===== src/sv/crsf_pkg.sv =====
// crsf_pkg: shared constants, types and helper functions of the crsf frame parser
// no dependencies; used by every module of the parser

package crsf_pkg;

	// payload store and result sizes
	localparam int PAYLOAD_BYTES = 22;
	localparam int PAYLOAD_BITS  = PAYLOAD_BYTES * 8;
	localparam int STORE_IDX_W   = $clog2(PAYLOAD_BYTES);
	localparam int CHAN_COUNT    = 16;
	localparam int CHAN_BITS     = 11;
	localparam int VALUE_BITS    = CHAN_COUNT * CHAN_BITS;
	localparam int SLOT_BITS     = 4 * CHAN_BITS;

	// frame queue between front and back
	localparam int QUEUE_DEPTH_DEF = 2;

	// crc-8, msb first, init zero
	localparam logic [7:0] CRC_POLY = 8'hD5;

	// configuration register indexes
	localparam int CFG_INDEX_W = 2;
	localparam logic [CFG_INDEX_W-1:0] REG_SYNC        = 2'd0;
	localparam logic [CFG_INDEX_W-1:0] REG_TYPE_RC     = 2'd1;
	localparam logic [CFG_INDEX_W-1:0] REG_TYPE_LS     = 2'd2;
	localparam logic [CFG_INDEX_W-1:0] REG_TYPE_LS_TX  = 2'd3;

	// configuration reset values
	localparam logic [7:0] SYNC_RESET       = 8'd200;
	localparam logic [7:0] TYPE_RC_RESET    = 8'd22;
	localparam logic [7:0] TYPE_LS_RESET    = 8'd20;
	localparam logic [7:0] TYPE_LS_TX_RESET = 8'd29;

	// payload length of each supported frame kind
	localparam logic [4:0] PLEN_RC    = 5'd22;
	localparam logic [4:0] PLEN_LS    = 5'd10;
	localparam logic [4:0] PLEN_LS_TX = 5'd6;

	typedef enum logic [1:0] {
		KIND_RC    = 2'd0,
		KIND_LS    = 2'd1,
		KIND_LS_TX = 2'd2,
		KIND_NONE  = 2'd3
	} kind_t;

	// one frame outcome handed from front to back
	typedef struct packed {
		logic                    ok;
		kind_t                   kind;
		logic [PAYLOAD_BITS-1:0] payload;
	} frame_rec_t;

	function automatic logic [7:0] crc8_update(logic [7:0] crc, logic [7:0] b);
		logic [7:0] c;
		c = crc ^ b;
		for (int k = 0; k < 8; k++) begin
			c = {c[6:0], 1'b0} ^ (c[7] ? CRC_POLY : 8'h00);
		end
		return c;
	endfunction

	function automatic logic [4:0] payload_len(kind_t k);
		logic [4:0] n;
		case (k)
			KIND_RC: n = PLEN_RC;
			KIND_LS: n = PLEN_LS;
			default: n = PLEN_LS_TX;
		endcase
		return n;
	endfunction

endpackage


===== src/sv/crsf_front.sv =====
// crsf_front: byte-level frame state machine, crc check, payload store, config registers
// depends on crsf_pkg; emits one frame_rec_t per buffer outcome

module crsf_front (
	input  logic                             clk,
	input  logic                             arst_n,
	input  logic                             push,
	input  logic                             q_full,
	input  logic [7:0]                       data_byte,
	input  logic                             buffer_end,
	input  logic                             cfg_we,
	input  logic [crsf_pkg::CFG_INDEX_W-1:0] cfg_index,
	input  logic [7:0]                       cfg_data,
	output logic                             rec_push,
	output crsf_pkg::frame_rec_t             rec
);

	typedef enum logic [2:0] {
		PH_HUNT,
		PH_LEN,
		PH_TYPE,
		PH_SKIP,
		PH_PAYLOAD,
		PH_CRC,
		PH_DONE
	} phase_t;

	phase_t              phase_q, phase_d;
	logic [7:0]          len_q, len_d;
	logic [7:0]          cnt_q, cnt_d;
	logic [7:0]          crc_q, crc_d;
	crsf_pkg::kind_t     kind_q, kind_d;
	crsf_pkg::kind_t     kind_b;
	logic                accept;
	logic                outcome;
	logic                ok;
	logic                store_we;
	logic [7:0]          sync_q, type_rc_q, type_ls_q, type_ls_tx_q;
	logic [7:0]          store_q [crsf_pkg::PAYLOAD_BYTES];

	assign accept = push && !q_full;

	// configuration registers
	always_ff @(posedge clk or negedge arst_n) begin
		if (!arst_n) begin
			sync_q       <= crsf_pkg::SYNC_RESET;
			type_rc_q    <= crsf_pkg::TYPE_RC_RESET;
			type_ls_q    <= crsf_pkg::TYPE_LS_RESET;
			type_ls_tx_q <= crsf_pkg::TYPE_LS_TX_RESET;
		end else if (cfg_we) begin
			case (cfg_index)
				crsf_pkg::REG_SYNC:       sync_q       <= cfg_data;
				crsf_pkg::REG_TYPE_RC:    type_rc_q    <= cfg_data;
				crsf_pkg::REG_TYPE_LS:    type_ls_q    <= cfg_data;
				crsf_pkg::REG_TYPE_LS_TX: type_ls_tx_q <= cfg_data;
				default: ;
			endcase
		end
	end

	// type classification, rc channels has priority over the statistics types
	always_comb begin
		if (data_byte == type_rc_q)
			kind_b = crsf_pkg::KIND_RC;
		else if (data_byte == type_ls_q)
			kind_b = crsf_pkg::KIND_LS;
		else if (data_byte == type_ls_tx_q)
			kind_b = crsf_pkg::KIND_LS_TX;
		else
			kind_b = crsf_pkg::KIND_NONE;
	end

	// next-state logic of the frame machine
	always_comb begin
		phase_d  = phase_q;
		len_d    = len_q;
		cnt_d    = cnt_q;
		crc_d    = crc_q;
		kind_d   = kind_q;
		outcome  = 1'b0;
		ok       = 1'b0;
		store_we = 1'b0;
		if (accept) begin
			case (phase_q)
				PH_HUNT: begin
					if (data_byte == sync_q) phase_d = PH_LEN;
				end
				PH_LEN: begin
					len_d   = data_byte;
					phase_d = PH_TYPE;
				end
				PH_TYPE: begin
					if (kind_b != crsf_pkg::KIND_NONE) begin
						if (len_q != {3'b000, crsf_pkg::payload_len(kind_b)} + 8'd2) begin
							outcome = 1'b1;
						end else begin
							kind_d  = kind_b;
							crc_d   = crsf_pkg::crc8_update(8'h00, data_byte);
							cnt_d   = 8'd0;
							phase_d = PH_PAYLOAD;
						end
					end else if (len_q == 8'd0) begin
						// zero length: the type byte may itself be a sync byte
						phase_d = (data_byte == sync_q) ? PH_LEN : PH_HUNT;
					end else if (len_q == 8'd1) begin
						phase_d = PH_HUNT;
					end else begin
						cnt_d   = len_q - 8'd1;
						phase_d = PH_SKIP;
					end
				end
				PH_SKIP: begin
					cnt_d = cnt_q - 8'd1;
					if (cnt_d == 8'd0) phase_d = PH_HUNT;
				end
				PH_PAYLOAD: begin
					store_we = 1'b1;
					crc_d    = crsf_pkg::crc8_update(crc_q, data_byte);
					cnt_d    = cnt_q + 8'd1;
					if (cnt_d >= {3'b000, crsf_pkg::payload_len(kind_q)}) phase_d = PH_CRC;
				end
				PH_CRC: begin
					outcome = 1'b1;
					ok      = (data_byte == crc_q);
				end
				default: ;
			endcase
			// one outcome per buffer; the end of a buffer without one is a failure
			if (outcome) begin
				phase_d = buffer_end ? PH_HUNT : PH_DONE;
			end else if (buffer_end) begin
				phase_d = PH_HUNT;
				outcome = (phase_q != PH_DONE);
			end
		end
	end

	// frame machine state
	always_ff @(posedge clk or negedge arst_n) begin
		if (!arst_n) begin
			phase_q <= PH_HUNT;
			len_q   <= 8'd0;
			cnt_q   <= 8'd0;
			crc_q   <= 8'd0;
			kind_q  <= crsf_pkg::KIND_RC;
		end else begin
			phase_q <= phase_d;
			len_q   <= len_d;
			cnt_q   <= cnt_d;
			crc_q   <= crc_d;
			kind_q  <= kind_d;
		end
	end

	// payload store, written in byte order
	always_ff @(posedge clk) begin
		if (store_we && (cnt_q < 8'(crsf_pkg::PAYLOAD_BYTES)))
			store_q[cnt_q[crsf_pkg::STORE_IDX_W-1:0]] <= data_byte;
	end

	// outcome transaction toward the queue
	always_comb begin
		rec_push = outcome;
		rec.ok   = ok;
		rec.kind = kind_q;
		for (int i = 0; i < crsf_pkg::PAYLOAD_BYTES; i++) begin
			rec.payload[8*i +: 8] = store_q[i];
		end
	end

endmodule


===== src/sv/crsf_fifo.sv =====
// crsf_fifo: short queue of frame outcomes between front and back
// depends on crsf_pkg for the frame_rec_t entry type

module crsf_fifo #(
	parameter int DEPTH = crsf_pkg::QUEUE_DEPTH_DEF
) (
	input  logic                 clk,
	input  logic                 arst_n,
	input  logic                 wr_en,
	input  crsf_pkg::frame_rec_t wr_data,
	output logic                 full,
	output logic                 rd_valid,
	input  logic                 rd_en,
	output crsf_pkg::frame_rec_t rd_data
);

	localparam int PTR_W = (DEPTH > 1) ? $clog2(DEPTH) : 1;
	localparam int CNT_W = $clog2(DEPTH + 1);

	crsf_pkg::frame_rec_t mem_q [DEPTH];
	logic [PTR_W-1:0]     wptr_q, rptr_q;
	logic [CNT_W-1:0]     count_q;
	logic                 do_wr, do_rd;

	assign full     = (count_q == CNT_W'(DEPTH));
	assign rd_valid = (count_q != '0);
	assign do_wr    = wr_en && !full;
	assign do_rd    = rd_en && rd_valid;
	assign rd_data  = mem_q[rptr_q];

	// entry storage
	always_ff @(posedge clk) begin
		if (do_wr) mem_q[wptr_q] <= wr_data;
	end

	// pointers and fill count
	always_ff @(posedge clk or negedge arst_n) begin
		if (!arst_n) begin
			wptr_q  <= '0;
			rptr_q  <= '0;
			count_q <= '0;
		end else begin
			if (do_wr) wptr_q <= (wptr_q == PTR_W'(DEPTH - 1)) ? '0 : wptr_q + 1'b1;
			if (do_rd) rptr_q <= (rptr_q == PTR_W'(DEPTH - 1)) ? '0 : rptr_q + 1'b1;
			if (do_wr && !do_rd)
				count_q <= count_q + 1'b1;
			else if (do_rd && !do_wr)
				count_q <= count_q - 1'b1;
		end
	end

endmodule


===== src/sv/crsf_back.sv =====
// crsf_back: unpacks a frame outcome into result slots and holds it in the output register
// depends on crsf_pkg

module crsf_back (
	input  logic                               clk,
	input  logic                               arst_n,
	input  logic                               rec_valid,
	input  crsf_pkg::frame_rec_t               rec,
	output logic                               rec_pop,
	input  logic                               pop,
	output logic                               empty,
	output logic                               accepted,
	output logic [1:0]                         frame_kind,
	output logic [crsf_pkg::SLOT_BITS-1:0]     slots_0_3,
	output logic [crsf_pkg::SLOT_BITS-1:0]     slots_4_7,
	output logic [crsf_pkg::SLOT_BITS-1:0]     slots_8_11,
	output logic [crsf_pkg::SLOT_BITS-1:0]     slots_12_15
);

	localparam int CB = crsf_pkg::CHAN_BITS;
	localparam int SB = crsf_pkg::SLOT_BITS;

	logic [crsf_pkg::VALUE_BITS-1:0] vals;
	logic [crsf_pkg::VALUE_BITS-1:0] vals_q;
	logic [1:0]                      kind_q;
	logic                            ok_q;
	logic                            out_valid_q;
	logic [4:0]                      plen;

	// unpack: rc channels are an lsb-first bit stream, statistics are one byte each
	always_comb begin
		plen = crsf_pkg::payload_len(rec.kind);
		vals = '0;
		for (int i = 0; i < crsf_pkg::CHAN_COUNT; i++) begin
			if (rec.kind == crsf_pkg::KIND_RC)
				vals[CB*i +: CB] = rec.payload[CB*i +: CB];
			else if (5'(i) < plen)
				vals[CB*i +: CB] = {{(CB-8){1'b0}}, rec.payload[8*i +: 8]};
		end
		if (!rec.ok) vals = '0;
	end

	// output register loads when free or when its transaction is taken
	assign rec_pop = rec_valid && (!out_valid_q || pop);
	assign empty   = !out_valid_q;

	always_ff @(posedge clk or negedge arst_n) begin
		if (!arst_n) begin
			out_valid_q <= 1'b0;
		end else if (rec_pop) begin
			out_valid_q <= 1'b1;
		end else if (pop) begin
			out_valid_q <= 1'b0;
		end
	end

	always_ff @(posedge clk) begin
		if (rec_pop) begin
			ok_q   <= rec.ok;
			kind_q <= rec.ok ? rec.kind : crsf_pkg::KIND_RC;
			vals_q <= vals;
		end
	end

	assign accepted    = ok_q;
	assign frame_kind  = kind_q;
	assign slots_0_3   = vals_q[0*SB +: SB];
	assign slots_4_7   = vals_q[1*SB +: SB];
	assign slots_8_11  = vals_q[2*SB +: SB];
	assign slots_12_15 = vals_q[3*SB +: SB];

endmodule


===== src/sv/crsf_frame_parser.sv =====
// crsf_frame_parser: top level, front frame machine, outcome queue and result back end
// depends on crsf_pkg, crsf_front, crsf_fifo, crsf_back
//
//  channel   | handshake           | payload
//  ----------+---------------------+-------------------------------------------
//  bytes in  | push / full         | data_byte, buffer_end
//  results   | empty / pop         | accepted, frame_kind, slots_0_3 .. slots_12_15
//  config    | cfg_we              | cfg_index, cfg_data
//
// one byte is taken every cycle while full is low; the front frame machine and
// its crc update handle each taken byte as it arrives.
// a result passes from the byte that decides it through the outcome queue into
// the output register, and waits in the queue while that register is occupied.
// full rises only when the queue (QUEUE_DEPTH entries) and the output register
// are all holding results that have not been popped.
// reset clears the frame machine, queue and output register; the config
// registers return to their default values.

module crsf_frame_parser #(
	parameter int QUEUE_DEPTH = crsf_pkg::QUEUE_DEPTH_DEF
) (
	input  logic                             clk,
	input  logic                             arst_n,
	input  logic                             push,
	output logic                             full,
	input  logic [7:0]                       data_byte,
	input  logic                             buffer_end,
	output logic                             empty,
	input  logic                             pop,
	output logic                             accepted,
	output logic [1:0]                       frame_kind,
	output logic [crsf_pkg::SLOT_BITS-1:0]   slots_0_3,
	output logic [crsf_pkg::SLOT_BITS-1:0]   slots_4_7,
	output logic [crsf_pkg::SLOT_BITS-1:0]   slots_8_11,
	output logic [crsf_pkg::SLOT_BITS-1:0]   slots_12_15,
	input  logic                             cfg_we,
	input  logic [crsf_pkg::CFG_INDEX_W-1:0] cfg_index,
	input  logic [7:0]                       cfg_data
);

	logic                 q_full;
	logic                 rec_push;
	crsf_pkg::frame_rec_t rec_in;
	logic                 q_valid;
	logic                 q_pop;
	crsf_pkg::frame_rec_t rec_out;

	assign full = q_full;

	// byte-level front end
	crsf_front u_front (
		.clk        (clk),
		.arst_n     (arst_n),
		.push       (push),
		.q_full     (q_full),
		.data_byte  (data_byte),
		.buffer_end (buffer_end),
		.cfg_we     (cfg_we),
		.cfg_index  (cfg_index),
		.cfg_data   (cfg_data),
		.rec_push   (rec_push),
		.rec        (rec_in)
	);

	// outcome queue
	crsf_fifo #(
		.DEPTH (QUEUE_DEPTH)
	) u_fifo (
		.clk      (clk),
		.arst_n   (arst_n),
		.wr_en    (rec_push),
		.wr_data  (rec_in),
		.full     (q_full),
		.rd_valid (q_valid),
		.rd_en    (q_pop),
		.rd_data  (rec_out)
	);

	// result back end
	crsf_back u_back (
		.clk         (clk),
		.arst_n      (arst_n),
		.rec_valid   (q_valid),
		.rec         (rec_out),
		.rec_pop     (q_pop),
		.pop         (pop),
		.empty       (empty),
		.accepted    (accepted),
		.frame_kind  (frame_kind),
		.slots_0_3   (slots_0_3),
		.slots_4_7   (slots_4_7),
		.slots_8_11  (slots_8_11),
		.slots_12_15 (slots_12_15)
	);

	// front never writes an outcome into a full queue
	assert property (@(posedge clk) disable iff (!arst_n) rec_push |-> !q_full)
		else $error("outcome written while queue full");

	// a decoded frame carries a supported kind
	assert property (@(posedge clk) disable iff (!arst_n)
		(!empty && accepted) |-> (frame_kind != crsf_pkg::KIND_NONE))
		else $error("accepted result with unsupported kind");

	// a failure result is all zero
	assert property (@(posedge clk) disable iff (!arst_n)
		(!empty && !accepted) |-> (frame_kind == crsf_pkg::KIND_RC && slots_0_3 == '0
			&& slots_4_7 == '0 && slots_8_11 == '0 && slots_12_15 == '0))
		else $error("failure result with nonzero fields");

endmodule

===== config.mk =====
export PLATFORM = sky130hd
export DESIGN_NAME = crsf_frame_parser
export DESIGN_NICKNAME = d
export VERILOG_FILES = /design/src/sv/crsf_pkg.sv /design/src/sv/crsf_front.sv /design/src/sv/crsf_fifo.sv /design/src/sv/crsf_back.sv /design/src/sv/crsf_frame_parser.sv
export SDC_FILE = /design/constraint.sdc
export NUM_CORES = 1
export LEC_CHECK = 0
export BUFFER_PORTS_ARGS = -buffer_cell sky130_fd_sc_hd__buf_4
export CORE_UTILIZATION = 50
export DETAILED_ROUTE_END_ITERATION = 10
export PLACE_DENSITY = 0.78
export SLEW_MARGIN = 20
export SYNTH_ARGS = -nofsm -noshare
export SYNTH_HDL_FRONTEND = slang
export SYNTH_SLANG_ARGS = --single-unit

===== constraint.sdc =====
create_clock -name clk -period 37.6 [get_ports clk]
set_input_delay 1.88 -clock clk [delete_from_list [all_inputs] [get_ports clk]]
set_output_delay 1.88 -clock clk [all_outputs]
set_load 0.01 [all_outputs]

==> impl_metrics.csv <==
group,metric,value,unit
sta,fmax,0.1963,GHz
grt,grt_usage,0.2011,
sta,finalSetupViolCount,0,
setup_path,cp_max_fo,70,
sta,finalMaxSlewViolations,0,
cts,clock_latency,0.61,ns
die,rows,88,
yosys,synth-xor-area-share,0.02794,
yosys,synth_ff_type,"edfxtp_1",
yosys,synth_edf_count,713,
power,clockPowerShare,0.282,
route,first_iter_violations,1288,
yosys,async_flop_share,0.08472,
layout,finalNetCount,1924,
route,vias,14970,
power,power.density,74.52,mW/mm^2
layout,finalNonFillerCells,2707,
placement,dp_hpwl,37070,um
cts,cts_resized,0,
yosys,seq_area_frac_synth,0.7785,
placement,place_area,0.03191,mm^2
sta,hold_viol_final,0,
layout,diodes,0,
layout,fillers,4180,
cts,clock_sinks,779,
die,num_io_pins,205,
setup_path,r2r_cells,5,
yosys,syn-num-nets,1706,
sta,worst_pin_slew,1.143,ns
sta,fin_tns_setup,0,ns
die,initial_core_util,0.5099,
layout,final_common_cell,"edfxtp_1",
route,wl_per_cell,22.36,um
route,ant_nets,0,
power,power_leakage,12.20,nW
yosys,synth_area_per_cell,17.77,um^2
cts,cts_hold_repair.buffers,0,
layout,area_growth,15.59,%
grt,grt_overflow,0,
run,cap_viol_max_count,0,
sta,finalCriticalPeriod,5.093,ns
power,power_frac_seq,0.470,
power,vdd_drop_max,0.04906,mV
layout,drive_above_1_share,0.2307,
layout,postLayoutCellArea,0.03426,mm^2
setup_path,worstSetupEndpointType,"flop",
placement,io_buffers,204,
grt,antenna_found_initial,2,
placement,gp_congestion,0.8347,
setup_path,arrival,5.32,ns
sta,period_share,0.1355,
yosys,synth_cell_type_count,64,
cts,cts_buffers,75,
die,coreArea,0.05814,mm^2
route,wl,60530,um
placement,dp.cells,2574,
worst_hold_path,whs_path_depth,0,
yosys,synth_top_family_by_area,"multiplexers",
yosys,synth_compound_area_frac,0.03170,
yosys,synth_mux_area_frac,0.09151,
power,p_switching,0.0007469,W
yosys,synthSimpleGateAreaFrac,0.05053,
run_status,status,"finished, final reports clean",
worst_hold_path,min_path_type,"reg2reg",
grt,grt_max_degree,102,
setup_path,cp_data_required_time,37.83,ns
cts,cts_setup_buffers,0,
sta,slew_headroom,0.2377,
cts,cts_buffer_depth,3,
cts,cts_htree_levels,3,
yosys,synth_cells,1668,
sta,rsz0062_at_grt,"no",
die,die_h,245.5,um
setup_path,critPathKind,"in2reg",
route,vias_per_cell,5.530,
yosys,ys_ff_latch,779,
yosys,synthAdderAreaFrac,0.005909,
die,dieArea,0.06026,mm^2
sta,whs,0.4230,ns
setup_path,startpoint_type,"primary input",
die,die_w,245.5,um
yosys,netlist_area,0.02964,mm^2
power,pwr-share-comb,0.248,
sta,finalClockSkew,0.03031,ns
power,swShare,0.2925,
cts,cts_root_buf,"clkbuf_16",
yosys,yosysWarningCount,0,
cts,tritoncts,"done",
grt,grt_pass1_wl,90180,um
cts,cts.clk_slew.worst_paths,0.06,ns
grt,first_global_vias,15330,
route,dr.pass1.iters,6,
layout,final_cell_mix,"edfxtp_1, buf_4, nor2_1",
power,p_int,0.001806,W
route,drc_errors,0,
==> cell type report <==
type | count | area (um^2) | share of cell area
Sequential cell | 779 | 23080 | 0.6736
Inverter | 13 | 53.80 | 0.001570
Timing Repair Buffer | 218 | 1640 | 0.04787
Clock buffer | 86 | 1969 | 0.05748
Tap cell | 765 | 957.2 | 0.02794
Multi-Input combinational cell | 799 | 6183 | 0.1805
Clock inverter | 47 | 377.9 | 0.01103
==> registers in the layout (all words and copies together), names as in the netlist, 2 cells and up <==
signal	count
u_front.type_ls_q	8
u_front.type_ls_tx_q	8
u_front.cnt_q	8
u_front.crc_q	8
u_front.sync_q	8
u_front.type_rc_q	8
u_fifo.count_q	2
u_front.phase_q	3
u_back.frame_kind	2
u_fifo.mem_q	358
u_front.store_q	176
u_front.kind_q	2
u_back.vals_q	176
u_front.len_q	8
==> cell families after synthesis <==
kind of cell | count (synthesis)
adders and majority gates | 14
and+or+nand+nor | 321
DFF | 779
AOI/OAI and AO/OA | 131
xor gates and xnor gates | 93
muxes | 240
buffers and inverters | 90
==> synthesized netlist by cell type (all sizes together), types with 3 or more instances <==
library cell  count  area share
nor4              4      0.0014
o21ai            16      0.0027
nand3b            4      0.0010
nand2b            5      0.0011
a21o              3     0.00080
mux2i           154       0.052
a221oi            4      0.0012
xor2             26      0.0077
nor2b             9      0.0019
or2               7      0.0015
o221ai            3     0.00089
or3b              3     0.00089
nand3             9      0.0015
ha               14      0.0059
nand4             8      0.0017
nor3             13      0.0024
o221a             3      0.0011
clkbuf           46      0.0065
nand2            39      0.0049
and3              7      0.0015
dfstp            12       0.011
inv              13      0.0016
nor2            178       0.023
dfrtp            54       0.046
o22ai            25      0.0053
a21oi            21      0.0035
or3               7      0.0015
mux2             68       0.026
and2             23      0.0049
mux4             18       0.014
xnor2            66       0.020
buf              31      0.0057
a211oi           38      0.0096
edfxtp          713        0.72
==> metrics by stage <==
stage | total power (W) | utilization | worst slack (ns)
after floorplan | 0.001619 | - | 21.32
after global placement | 0.001841 | 0.5489 | 31.95
after detailed placement | 0.001856 | 0.5489 | 31.91
after CTS | 0.002571 | 0.5893 | 32.53
after global routing | 0.002656 | 0.5894 | 32.23
final | 0.002553 | 0.5894 | 32.51
==> worst max-delay path, stage by stage <==
cell and delay [ns]:
buf_4 0.43, xnor2_1 0.19, nand4_1 0.16, nor2_4 0.21, nor4_4 0.08, a311oi_4 0.55, a21oi_1 0.24, nor3_2 0.22
buf_4 0.46, buf_4 0.81
==> layer usage <==
layer	wire, um	vias up	part of all wire	track usage
li1	-	6788	-	-
met5	24	-	0.00040	0
met2	30730	541	0.51	0.3449
met4	1897	4	0.031	0.08148
met3	3811	131	0.063	0.03154
met1	24070	7506	0.40	0.2558
==> power groups by stage <==
stage / Combinational [W] / Sequential, W / Clock [W]
2_1_floorplan: 0.000365 / 0.00125 / 0
3_3_place_gp: 0.000624 / 0.00122 / 0
3_5_place_dp: 0.000636 / 0.00122 / 0
4_1_cts: 0.000639 / 0.00120 / 0.000729
5_1_grt: 0.000679 / 0.00122 / 0.000760
6_report: 0.000632 / 0.00120 / 0.000720
==> final timing paths <==
| path | from | end | slack [ns] |
|---|---|---|---|
| worst max-delay path | data_byte[5] | u_fifo.mem_q[0][113] | 32.51 |
| worst min-delay path | u_front.store_q[3][5] | u_fifo.mem_q[1][29] | 0.42 |
| worst max register to register | u_fifo.rptr_q | u_back.vals_q[67] | 33.56 |
| worst min register to register | u_front.store_q[3][5] | u_fifo.mem_q[1][29] | 0.42 |
| max in group asynchronous | arst_n | u_fifo.rptr_q | 35.57 |
| min in group asynchronous | arst_n | u_front.type_ls_q[0] | 1.41 |
Power figures use the tool's default switching activity.
